$ cat src/hdl/lmep_pkg.sv
// ----------------------------------------------------------------------------
// lmep_pkg
// Types and constants of the list-mode event parser.
// ----------------------------------------------------------------------------
package lmep_pkg;

	typedef enum logic [1:0] {
		KIND_HEADER    = 2'd0,
		KIND_TRACE     = 2'd1,
		KIND_TRUNCATED = 2'd2,
		KIND_MALFORMED = 2'd3
	} kind_t;

	localparam int POS_W      = 14;
	localparam int HDR_W      = 5;
	localparam int REM_W      = 18;
	localparam int LIM_W      = 21;
	localparam int IN_DATA_W  = 56;
	localparam int OUT_DATA_W = 176;

	localparam logic [POS_W-1:0] POS_START     = 14'd0;
	localparam logic [POS_W-1:0] POS_TIME_LOW  = 14'd1;
	localparam logic [POS_W-1:0] POS_TIME_HIGH = 14'd2;
	localparam logic [POS_W-1:0] POS_ENERGY    = 14'd3;
	localparam logic [POS_W-1:0] MIN_EVENT_LEN = 14'd4;
	localparam logic [POS_W-1:0] MIN_TRACE_POS = 14'd4;

	typedef struct packed {
		kind_t        kind;
		logic [3:0]   channel;
		logic [3:0]   slot;
		logic [3:0]   crate;
		logic         pileup;
		logic [31:0]  event_number;
		logic [47:0]  timestamp;
		logic [15:0]  cfd;
		logic [15:0]  energy;
		logic [14:0]  trace_len;
		logic         out_of_range;
		logic [31:0]  trace_word;
	} result_t;

	typedef struct packed {
		logic    valid;
		result_t data;
	} result_req_t;

endpackage

$ cat src/hdl/lmep_decode.sv
// ----------------------------------------------------------------------------
// lmep_decode
// Event state and per-word decode; produces at most one result per word.
// ----------------------------------------------------------------------------
module lmep_decode
	import lmep_pkg::*;
#(
	parameter int BLOCK_WORDS = 131072
) (
	input  logic               clk,
	input  logic               arst_n,
	input  logic               fire,
	input  logic [31:0]        word,
	input  logic [REM_W-1:0]   words_remaining,
	output result_req_t        res
);

	localparam logic [LIM_W-1:0] BLOCK_LIM = LIM_W'(BLOCK_WORDS);

	logic [POS_W-1:0] pos_q, pos_n;
	logic [POS_W-1:0] ev_words_q, ev_words_n;
	logic [HDR_W-1:0] hdr_words_q, hdr_words_n;
	logic [POS_W-1:0] pairs_q, pairs_n;
	logic             skip_q, skip_n;
	logic [12:0]      src_q, src_n;
	logic [31:0]      time_lo_q, time_lo_n;
	logic [31:0]      time_hi_q, time_hi_n;
	logic [31:0]      count_q, count_n;

	logic [POS_W-1:0] len, pos_inc, adv_pos, trace_start, trace_off;
	logic             adv_wrap, too_short, no_fit;

	always_comb begin
		len       = word[30:17];
		pos_inc   = pos_q + 14'd1;
		adv_wrap  = pos_inc >= ev_words_q;
		adv_pos   = adv_wrap ? POS_START : pos_inc;
		too_short = len < MIN_EVENT_LEN;
		no_fit    = (LIM_W'(len) > LIM_W'(words_remaining)) || (LIM_W'(len) > BLOCK_LIM);
		trace_start = (POS_W'(hdr_words_q) < MIN_TRACE_POS) ? MIN_TRACE_POS
			: POS_W'(hdr_words_q);
		trace_off = pos_q - trace_start;
	end

	always_comb begin
		pos_n       = pos_q;
		ev_words_n  = ev_words_q;
		hdr_words_n = hdr_words_q;
		pairs_n     = pairs_q;
		skip_n      = skip_q;
		src_n       = src_q;
		time_lo_n   = time_lo_q;
		time_hi_n   = time_hi_q;
		count_n     = count_q;
		res         = '0;
		res.data.channel      = src_q[3:0];
		res.data.slot         = src_q[7:4];
		res.data.crate        = src_q[11:8];
		res.data.pileup       = src_q[12];
		res.data.event_number = count_q;
		priority if (pos_q == POS_START) begin
			src_n       = {word[31], word[11:0]};
			hdr_words_n = word[16:12];
			ev_words_n  = len;
			pairs_n     = '0;
			count_n     = count_q + 32'd1;
			res.data.channel      = word[3:0];
			res.data.slot         = word[7:4];
			res.data.crate        = word[11:8];
			res.data.pileup       = word[31];
			res.data.event_number = count_n;
			if (too_short || no_fit) begin
				res.valid     = 1'b1;
				res.data.kind = too_short ? KIND_MALFORMED : KIND_TRUNCATED;
				if (len <= POS_TIME_LOW) begin
					pos_n  = POS_START;
					skip_n = 1'b0;
				end else begin
					pos_n  = POS_TIME_LOW;
					skip_n = 1'b1;
				end
			end else begin
				pos_n  = POS_TIME_LOW;
				skip_n = 1'b0;
			end
		end else begin
			pos_n = adv_pos;
			if (adv_wrap) begin
				skip_n = 1'b0;
			end
			if (!skip_q) begin
				priority if (pos_q == POS_TIME_LOW) begin
					time_lo_n = word;
				end else if (pos_q == POS_TIME_HIGH) begin
					time_hi_n = word;
				end else if (pos_q == POS_ENERGY) begin
					res.valid             = 1'b1;
					res.data.kind         = KIND_HEADER;
					res.data.timestamp    = {time_hi_q[15:0], time_lo_q};
					res.data.cfd          = time_hi_q[31:16];
					res.data.energy       = word[15:0];
					res.data.trace_len    = word[30:16];
					res.data.out_of_range = word[31];
					pairs_n = (ev_words_q > POS_W'(hdr_words_q)) ? POS_W'(word[30:17]) : '0;
				end else if (pos_q >= trace_start && trace_off < pairs_q) begin
					res.valid           = 1'b1;
					res.data.kind       = KIND_TRACE;
					res.data.trace_word = word;
				end else begin
					res.valid = 1'b0;
				end
			end
		end
	end

	always_ff @(posedge clk or negedge arst_n) begin
		if (!arst_n) begin
			pos_q       <= '0;
			ev_words_q  <= '0;
			hdr_words_q <= '0;
			pairs_q     <= '0;
			skip_q      <= 1'b0;
			src_q       <= '0;
			time_lo_q   <= '0;
			time_hi_q   <= '0;
			count_q     <= '0;
		end else if (fire) begin
			pos_q       <= pos_n;
			ev_words_q  <= ev_words_n;
			hdr_words_q <= hdr_words_n;
			pairs_q     <= pairs_n;
			skip_q      <= skip_n;
			src_q       <= src_n;
			time_lo_q   <= time_lo_n;
			time_hi_q   <= time_hi_n;
			count_q     <= count_n;
		end
	end

endmodule

$ cat src/hdl/list_mode_event_parser.sv
// ----------------------------------------------------------------------------
// list_mode_event_parser
// Decodes list-mode readout words into header, trace-sample, truncated and malformed results.
// ----------------------------------------------------------------------------
// Channel   Dir  tdata                          tuser
// s_axis    in   word, words_remaining          -
// m_axis    out  event fields and trace word    kind
//
// One word is taken per cycle unless m_axis stalls; a result appears in the cycle after its word.
// A new word enters in the same cycle the pending result is taken.
// A stall on m_axis holds s_axis only while a result is pending.
// Reset clears the event position and counters: the first word is an event start.
// ----------------------------------------------------------------------------
module list_mode_event_parser
	import lmep_pkg::*;
#(
	parameter int BLOCK_WORDS = 131072
) (
	input  logic                  clk,
	input  logic                  arst_n,
	input  logic                  s_axis_tvalid,
	output logic                  s_axis_tready,
	// [31:0] word, [49:32] words_remaining, [55:50] zero
	input  logic [IN_DATA_W-1:0]  s_axis_tdata,
	output logic                  m_axis_tvalid,
	input  logic                  m_axis_tready,
	// [3:0] channel, [7:4] slot, [11:8] crate, [12] pileup, [44:13] event_number,
	// [92:45] timestamp, [108:93] cfd, [124:109] energy, [139:125] trace_len,
	// [140] out_of_range, [172:141] trace_word, [175:173] zero
	output logic [OUT_DATA_W-1:0] m_axis_tdata,
	// [1:0] kind
	output logic [1:0]            m_axis_tuser
);

	logic        fire;
	result_req_t res;
	logic        out_valid_q;
	result_t     out_q;

	assign s_axis_tready = !out_valid_q || m_axis_tready;
	assign fire          = s_axis_tvalid && s_axis_tready;

	lmep_decode #(
		.BLOCK_WORDS(BLOCK_WORDS)
	) u_decode (
		.clk             (clk),
		.arst_n          (arst_n),
		.fire            (fire),
		.word            (s_axis_tdata[31:0]),
		.words_remaining (s_axis_tdata[49:32]),
		.res             (res)
	);

	always_ff @(posedge clk or negedge arst_n) begin
		if (!arst_n) begin
			out_valid_q <= 1'b0;
		end else if (fire) begin
			out_valid_q <= res.valid;
		end else if (m_axis_tready) begin
			out_valid_q <= 1'b0;
		end
	end

	always_ff @(posedge clk) begin
		if (fire && res.valid) begin
			out_q <= res.data;
		end
	end

	assign m_axis_tvalid = out_valid_q;
	assign m_axis_tuser  = out_q.kind;
	assign m_axis_tdata  = {3'b000, out_q.trace_word, out_q.out_of_range, out_q.trace_len,
		out_q.energy, out_q.cfd, out_q.timestamp, out_q.event_number, out_q.pileup,
		out_q.crate, out_q.slot, out_q.channel};

endmodule

$ cat config.mk
export PLATFORM = sky130hd
export DESIGN_NAME = list_mode_event_parser
export DESIGN_NICKNAME = d
export VERILOG_FILES = /design/src/hdl/lmep_pkg.sv /design/src/hdl/lmep_decode.sv /design/src/hdl/list_mode_event_parser.sv
export SDC_FILE = /design/constraint.sdc
export NUM_CORES = 1
export LEC_CHECK = 0
export BUFFER_PORTS_ARGS = -buffer_cell sky130_fd_sc_hd__buf_2
export CORE_ASPECT_RATIO = 1.5
export CORE_UTILIZATION = 30
export DETAILED_ROUTE_END_ITERATION = 12
export SLEW_MARGIN = 10
export SYNTH_ARGS = -nofsm -noshare
export SYNTH_HDL_FRONTEND = slang
export SYNTH_SLANG_ARGS = --single-unit
$ cat constraint.sdc
create_clock -name clk -period 22.3 [get_ports clk]
set_input_delay 1.115 -clock clk [delete_from_list [all_inputs] [get_ports clk]]
set_output_delay 1.115 -clock clk [all_outputs]
set_load 0.05 [all_outputs]
==> metrics.md, run 1 <==
| Metric | Value |
|---|---|
| Slowest-stage cell, CP | `buf_4` |
| Compound-Gate Fraction of Synth Area | `5.09%` |
| Die Wd | `185 microns` |
| Final Cycle Share | `about 28%` |
| Die area | `51200 sq um` |
| Async SR Flop Fraction | `47.4%` |
| CP most frequent cell | `o21ai_0` |
| Sequential-to-total area share from yosys stat | `61.0%` |
| Crit path max fanout | `81` |
| Die height | `around 280 microns` |
| Reg2reg setup slack | `around 16 ns` |
| Max-slew violations | `0` |
| Mapped cell area | `15100 sq um` |
| Setup bufs post-CTS | `0` |
| First-pass GRT wire length | `between 50000 and 60000 microns` |
| Number of synthesized flops with an enable pin | `175` |
| Final Hold Fails | `0` |
| Ys Warns | `0` |
| Largest family of logic cells by synthesized area | `simple AND/OR/NAND/NOR gates` |
| First-iteration detailed-routing DRC count | `521` |
| FF+latch count, synth | `333` |
| Antenna viol nets, final | `0` |
| Min-Delay Path Class | `flop to flop` |
| Most common cell after layout, fill and taps aside | `buf_2` |
| Number of global-route vias before repair | `9706` |
| Outcome | `finished, final reports clean` |
| Xor/xnor cell area share of the yosys netlist | `4.93%` |
| Starting Density | `a little under a third` |
| Via density | `4.60` |
| Crit path cell chain | `o31ai_1 > ha_1 > nor2b_1 > o21ai_0 > a21boi_0 > o21ai_0 > nor4b_1 > xnor2_1 > ha_1 > a21oi_1 > o21ai_0 > a211oi_1 > o221a_2 > o21ai_0 > a21oi_4 > buf_4` |
| Leading cell types in the layout, fill and taps excluded | `buf_2 (229), edfxtp_1 (175), nand2_1 (159)` |
| Slowest stage delay, CP | `0.93 ns` |
| Setup TNS | `0 ns` |
| Grt ovf | `0` |
| Pwr dens | `141 nW/um^2` |
| Worst Max-Slew Pin Slew | `1.09 ns` |
| Skew final | `0.0167 ns` |
| Synth Area in Simple Gates | `between 10% and 20%` |
| Io pins | `240` |
| DRC | `0` |
| Clock latency on the worst-skew pair | `0.59 ns` |
| Synth Flop Type | `edfxtp_1` |
| Synth cell types | `62` |
| Leakage | `8.03 nW` |
| CTS resizes | `0` |
| Detailed-route via count | `about 10000` |
| Clock sink count | `333` |
| Cells after synthesis | `around 1200` |
| Slew headroom | `27.2%` |
| Root buf cell | `clkbuf_16` |
| Number of CTS-inserted buffers | `31` |
| IR drop worst, VDD | `between 0.07 and 0.08 mV` |
| Initial antenna violation count | `4` |
| Post-DP HPWL | `24900 microns` |
| Synthesis-to-layout area growth | `18.6%` |
| Routed WL | `around 36000 microns` |
| Clock Tree Buf Depth | `3` |
| Worst-path clk slew | `roughly 0.07 ns` |
| F_max | `159 MHz` |
| Wire per inst | `16.9 microns` |
| Largest net degree at the start of global routing | `between 90 and 100` |
| Placer Congestion | `0.857` |
| Gr usage total | `14.1%` |
| Placed cell areas | `16900 sq um` |
| Post-layout min period | `6.30 ns` |
| Unrepaired setup endpoints after global routing | `false` |
| H-tree Lvls | `1` |
| Avg Inst Size Synth | `12.4 sq um` |
| Critical path class | `flop to flop` |
| CP Data Required Time | `around 23 ns` |
| Final instance area | `17900 sq um` |
| Crit end category | `flop` |
| CTS tree | `yes` |
| Critical path arrival | `6.50 ns` |
| Crit path launch type | `flop` |
| Layout Nets | `roughly 1600` |
| Hold buffers post-CTS | `0` |
| Count of input and output buffers | `230` |
| Max_cap viols | `0` |
| Total core area | `49700 sq um` |
| Finish-stage setup viols | `0` |
| DRT Pass-1 Iters | `4` |
| # rows | `100` |
| Mux contribution to synthesized area | `5.52%` |
| Share of cells above drive strength 1 | `24.8%` |
| Post-synthesis adder-cell area fraction | `4.78%` |
## power breakdown
part | internal [mW] | switching, mW | leakage, nW | total (mW)
combinational | 0.280 | 0.764 | 3.81 | 1.04
sequential | 0.891 | 0.0775 | 3.74 | 0.968
clock | 0.281 | 0.237 | 0.484 | 0.517
total | 1.45 | 1.08 | 8.03 | 2.53
## cells by family (layout without fill, tap and decap cells)
group / Yosys count / in the layout
AO/OA/AOI/OAI: 116 / 116
XOR/XNOR: 85 / 85
adder cells (fa/ha/maj): 57 / 57
buffers and inverters: 111 / 358
flip-flops: 333 / 333
multiplexers: 64 / 64
other: 1 / 4
AND/OR/NAND/NOR: 451 / 451
## cell usage after synthesis (3+ instances only)
cell type,number,area share (%)
xor2_1,43,2.5
o21ai_0,39,1.3
inv_1,58,1.4
buf_4,7,0.35
edfxtp_1,175,35
mux2_2,30,2.2
buf_2,12,0.40
mux2_1,4,0.30
and2_0,3,0.12
a21boi_0,3,0.15
and2_1,130,5.4
nor3_1,19,0.63
dfrtp_1,158,26
or3_1,7,0.29
ha_1,56,4.6
o211ai_1,3,0.15
and3_1,9,0.37
xnor2_1,42,2.4
nor2b_1,7,0.29
or4_1,4,0.20
o22ai_1,5,0.21
a21o_1,7,0.35
a21oi_1,19,0.63
nand2b_1,4,0.17
clkbuf_1,29,0.72
a22o_1,22,1.3
nor2_1,46,1.1
nand4_1,6,0.25
nor4b_1,3,0.17
nand3_1,30,1.0
mux2_4,30,3.0
buf_6,4,0.30
nor4_1,9,0.37
nand2_1,160,4.0
## flip-flops by register name, indices dropped and copies added (netlist names)
register and cells:
m_axis_tdata 173, m_axis_tuser 2, m_axis_tvalid 1, u_decode.count_q 32, u_decode.ev_words_q 14, u_decode.hdr_words_q 5
u_decode.pairs_q 14, u_decode.pos_q 14, u_decode.skip_q 1, u_decode.src_q 13, u_decode.time_hi_q 32, u_decode.time_lo_q 32
## routing by layer
metal	vias up	GRT usage, %	wire (microns)
met2	223	25.6	19000
met4	2	5.04	1070
li1	4658	-	-
met3	52	1.43	1230
met5	-	0	13
met1	4871	17.0	14700
## worst max-delay path: cells and delay by family, from the launching register on
family	cells	cell delay, ns
AOI/OAI and AO/OA	10	3.10
buffers and inverters	1	0.93
DFF	1	0.42
adders and majority gates	2	0.64
and+or+nand+nor	2	0.52
xor gates and xnor gates	1	0.22
## worst paths after layout
kind,from,to,cells past startpoint
max reg2reg,u_decode.hdr_words_q[2]$_DFFE_PN0P_,m_axis_tdata[40]$_DFFE_PP_,16
min reg2reg,u_decode.src_q[11]$_DFFE_PN0P_,u_decode.src_q[11]$_DFFE_PN0P_,2
max,u_decode.hdr_words_q[2]$_DFFE_PN0P_,m_axis_tdata[40]$_DFFE_PP_,16
min,u_decode.src_q[11]$_DFFE_PN0P_,u_decode.src_q[11]$_DFFE_PN0P_,2
min in group asynchronous,arst_n,u_decode.time_hi_q[21]$_DFFE_PN0P_,1
max in group asynchronous,arst_n,u_decode.count_q[31]$_DFFE_PN0P_,2
## per-stage QoR
step	worst slack, ns	hold slack (ns)	utilization [%]	power, mW	instances
floorplan	9.85	0.439	-	1.80	1220
global placement	16.25	0.449	34.1	2.01	2072
detailed placement	16.02	0.455	34.1	2.03	2072
CTS	16.01	0.470	36.0	2.56	2130
global route	15.52	0.493	36.0	2.67	2131
finish	16.00	0.464	36.0	2.53	2131
## area by class of cell
| type | instances | area, sq um |
|---|---|---|
| multi-input cells | 776 | 5410 |
| clock inverters | 22 | 181 |
| inverters | 58 | 218 |
| fillers | 4914 | 31800 |
| clock buffers | 36 | 795 |
| well taps | 663 | 830 |
| diodes | 1 | 2.50 |
| repair buffers | 242 | 1250 |
| flip-flops and latches | 333 | 9210 |
(Power assumes the default switching activity.)
==> inputs of run 2 (changes only) <==
==> constraint.sdc (replaced) <==
create_clock -name clk -period 5.7 [get_ports clk]
set_input_delay 0.285 -clock clk [delete_from_list [all_inputs] [get_ports clk]]
set_output_delay 0.285 -clock clk [all_outputs]
set_load 0.05 [all_outputs]
==> run 2 against run 1 <==
Setup slack got worse by 15 ns. Sequential power rose to 3.9 times the previous value. Flip-flop and latch count did not move. Final cell count rose by 0.80%. First-iteration DRC count fell by 1.7%. Sequential share of layout area fell by 1.2 points. Non-clock buffer count rose by 12. Largest power group unchanged. Highest routed layer unchanged.
==> metrics.md, run 2 (synthesis results as in run 1) <==
| Metric | Value |
|---|---|
| Outcome | `finished, final reports clean` |
| CTS tree | `yes` |
| WP buf/inv | `1` |
| F_max | `211 MHz` |
| Synthesis-to-layout area growth | `21.5%` |
| Fin util | `between 30% and 40%` |
| Hold_ws | `0.0192 ns` |
| IR drop worst, VDD | `0.395 mV` |
| Final Hold Fails | `0` |
| Skew final | `0.0208 ns` |
| Share of cells above drive strength 1 | `between 20% and 30%` |
| DRT Pass-1 Iters | `5` |
| Placed cell areas | `17100 sq um` |
| Post-layout min period | `between 4 and 5 ns` |
| Clock Tree Buf Depth | `3` |
| Final Cycle Share | `between 80 and 90%` |
| Die Wd | `185 microns` |
| Pwr dens | `573 nW/um^2` |
| Min-Delay Path Class | `input pin to flop` |
| Max reg flops | `about 170` |
| Total power | `roughly 11 mW` |
| DRC | `0` |
| Placer Congestion | `approximately 0.9` |
| Root buf cell | `clkbuf_16` |
| Final instance area | `between 15000 and 20000 sq um` |
| CTS resizes | `0` |
| Slowest-stage cell, CP | `a21oi_4` |
| Finish-stage setup viols | `0` |
| Via density | `approximately 4.6` |
| Leakage | `8.23 nW` |
| Clock latency on the worst-skew pair | `0.54 ns` |
| Critical path arrival | `4.96 ns` |
| # rows | `100` |
| Starting Density | `30.4%` |
| CP Data Required Time | `5.92 ns` |
| Largest net degree at the start of global routing | `94` |
| Worst Max-Slew Pin Slew | `1.01 ns` |
| Placed cell count | `2083` |
| WHS Path Cells | `3` |
| Clock sink count | `333` |
| Layout Nets | `1574` |
| Crit path cell chain | `o31ai_4 > ha_1 > nor2b_1 > o21ai_1 > a21boi_1 > o21ai_1 > nor4b_2 > xnor2_1 > ha_1 > a21oi_1 > o21ai_1 > o2111ai_1 > o221a_2 > o21ai_2 > a21oi_4 > buf_4` |
| CP delay by family, top | `compound AO/OA/AOI/OAI gates` |
| Routed WL | `around 37000 microns` |
| Total core area | `around 50000 sq um` |
| Most common cell after layout, fill and taps aside | `buf_2` |
| Detailed-route via count | `around 10000` |
| Unrepaired setup endpoints after global routing | `false` |
| Max_cap viols | `0` |
| Worst-path clk slew | `roughly 0.070 ns` |
| Max-slew violations | `0` |
| Grt ovf | `0` |
| Leading cell types in the layout, fill and taps excluded | `buf_2 (229), edfxtp_1 (175), nand2_1 (159)` |
| Die area | `51200 sq um` |
| Slew headroom | `between 30% and 40%` |
| Crit path launch type | `flop` |
| Critical path class | `flop to flop` |
| Post-DP HPWL | `approximately 26000 microns` |
| Number of global-route vias before repair | `between 10000 and 15000` |
| Slowest stage delay, CP | `0.62 ns` |
| First-iteration detailed-routing DRC count | `512` |
| H-tree Lvls | `2` |
| CP most frequent cell | `o21ai_1` |
| Number of CTS-inserted buffers | `34` |
| Gr usage total | `14.6%` |
| Wire per inst | `~17 microns` |
| Initial antenna violation count | `4` |
| Finished Layout Cells | `2148` |
| Die height | `277 microns` |
| Count of input and output buffers | `230` |
| First-pass GRT wire length | `between 50000 and 60000 microns` |
| Crit end category | `flop` |
| Crit path max fanout | `16` |
| Critical Path Stages | `16` |
| Io pins | `240` |
| R2R cell count | `16` |
| Antenna viol nets, final | `0` |
run 2: changes by cell type in the layout (fill, tap and decap cells not counted), sizes merged, moves of 3 or more:
| cell | change |
|---|---|
| buf | +11 |
| bufinv | +5 |
| clkbuf | +4 |
| clkinv | -9 |
| clkinvlp | +3 |
run 2: timing repair:
action | 4_1_cts | 5_1_grt
endpoints found under the setup margin | 0 | 0
setup buffers | 0 | 0
hold buffers | 1 | 0
hold endpoints to repair | 92 | 0
run 2: path summary, 6_finish.rpt:
| kind | from | end | slack (ns) |
|---|---|---|---|
| worst min register to register | u_decode.src_q[1]$_DFFE_PN0P_ | u_decode.src_q[1]$_DFFE_PN0P_ | 0.47 |
| min in group asynchronous | arst_n | u_decode.time_hi_q[21]$_DFFE_PN0P_ | 0.42 |
| max in group asynchronous | arst_n | u_decode.count_q[5]$_DFFE_PN0P_ | 3.72 |
| worst max register to register | u_decode.hdr_words_q[4]$_DFFE_PN0P_ | m_axis_tdata[29]$_DFFE_PP_ | 0.96 |
| worst max-delay path | u_decode.hdr_words_q[4]$_DFFE_PN0P_ | m_axis_tdata[29]$_DFFE_PP_ | 0.96 |
| worst min-delay path | s_axis_tdata[12] | u_decode.hdr_words_q[0]$_DFFE_PN0P_ | 0.02 |
run 2: metal layers:
| metal | vias up | track usage (%) | wire length, microns |
|---|---|---|---|
| met1 | 4842 | 16.5 | 14800 |
| met5 | - | 0 | 12 |
| met2 | 228 | 26.9 | 19800 |
| li1 | 4671 | - | - |
| met4 | 2 | 6.23 | 1270 |
| met3 | 63 | 2.17 | 1360 |
run 2: final cells by class:
class | count | area (sq um)
Multi-Input combinational cell | 776 | 5460
Fill cell | 4845 | 31300
Inverter | 58 | 218
Clock buffer | 40 | 905
Tap cell | 663 | 830
Antenna cell | 2 | 5.00
Timing Repair Buffer | 254 | 1380
Sequential cell | 333 | 9210
Clock inverter | 22 | 332
run 2: tightest hold or removal path: stages:
cell     delay [ns]
buf_2          0.13
nand2_1        0.06
nand2_1        0.05
run 2: power by group:
| group | switching (mW) | total [mW] | internal [mW] |
|---|---|---|---|
| Sequential | 0.319 | 3.79 | 3.47 |
| Combinational | 3.01 | 4.23 | 1.22 |
| Clock | 1.00 | 2.48 | 1.48 |
| Total | 4.34 | 10.5 | 6.16 |
run 2: through the flow:
step / TNS [ns] / setup slack [ns]
2_1_floorplan: -99.34 / -0.568
3_3_place_gp: 0 / 0.962
3_5_place_dp: 0 / 0.944
4_1_cts: 0 / 0.911
5_1_grt: 0 / 0.631
6_report: 0 / 0.958
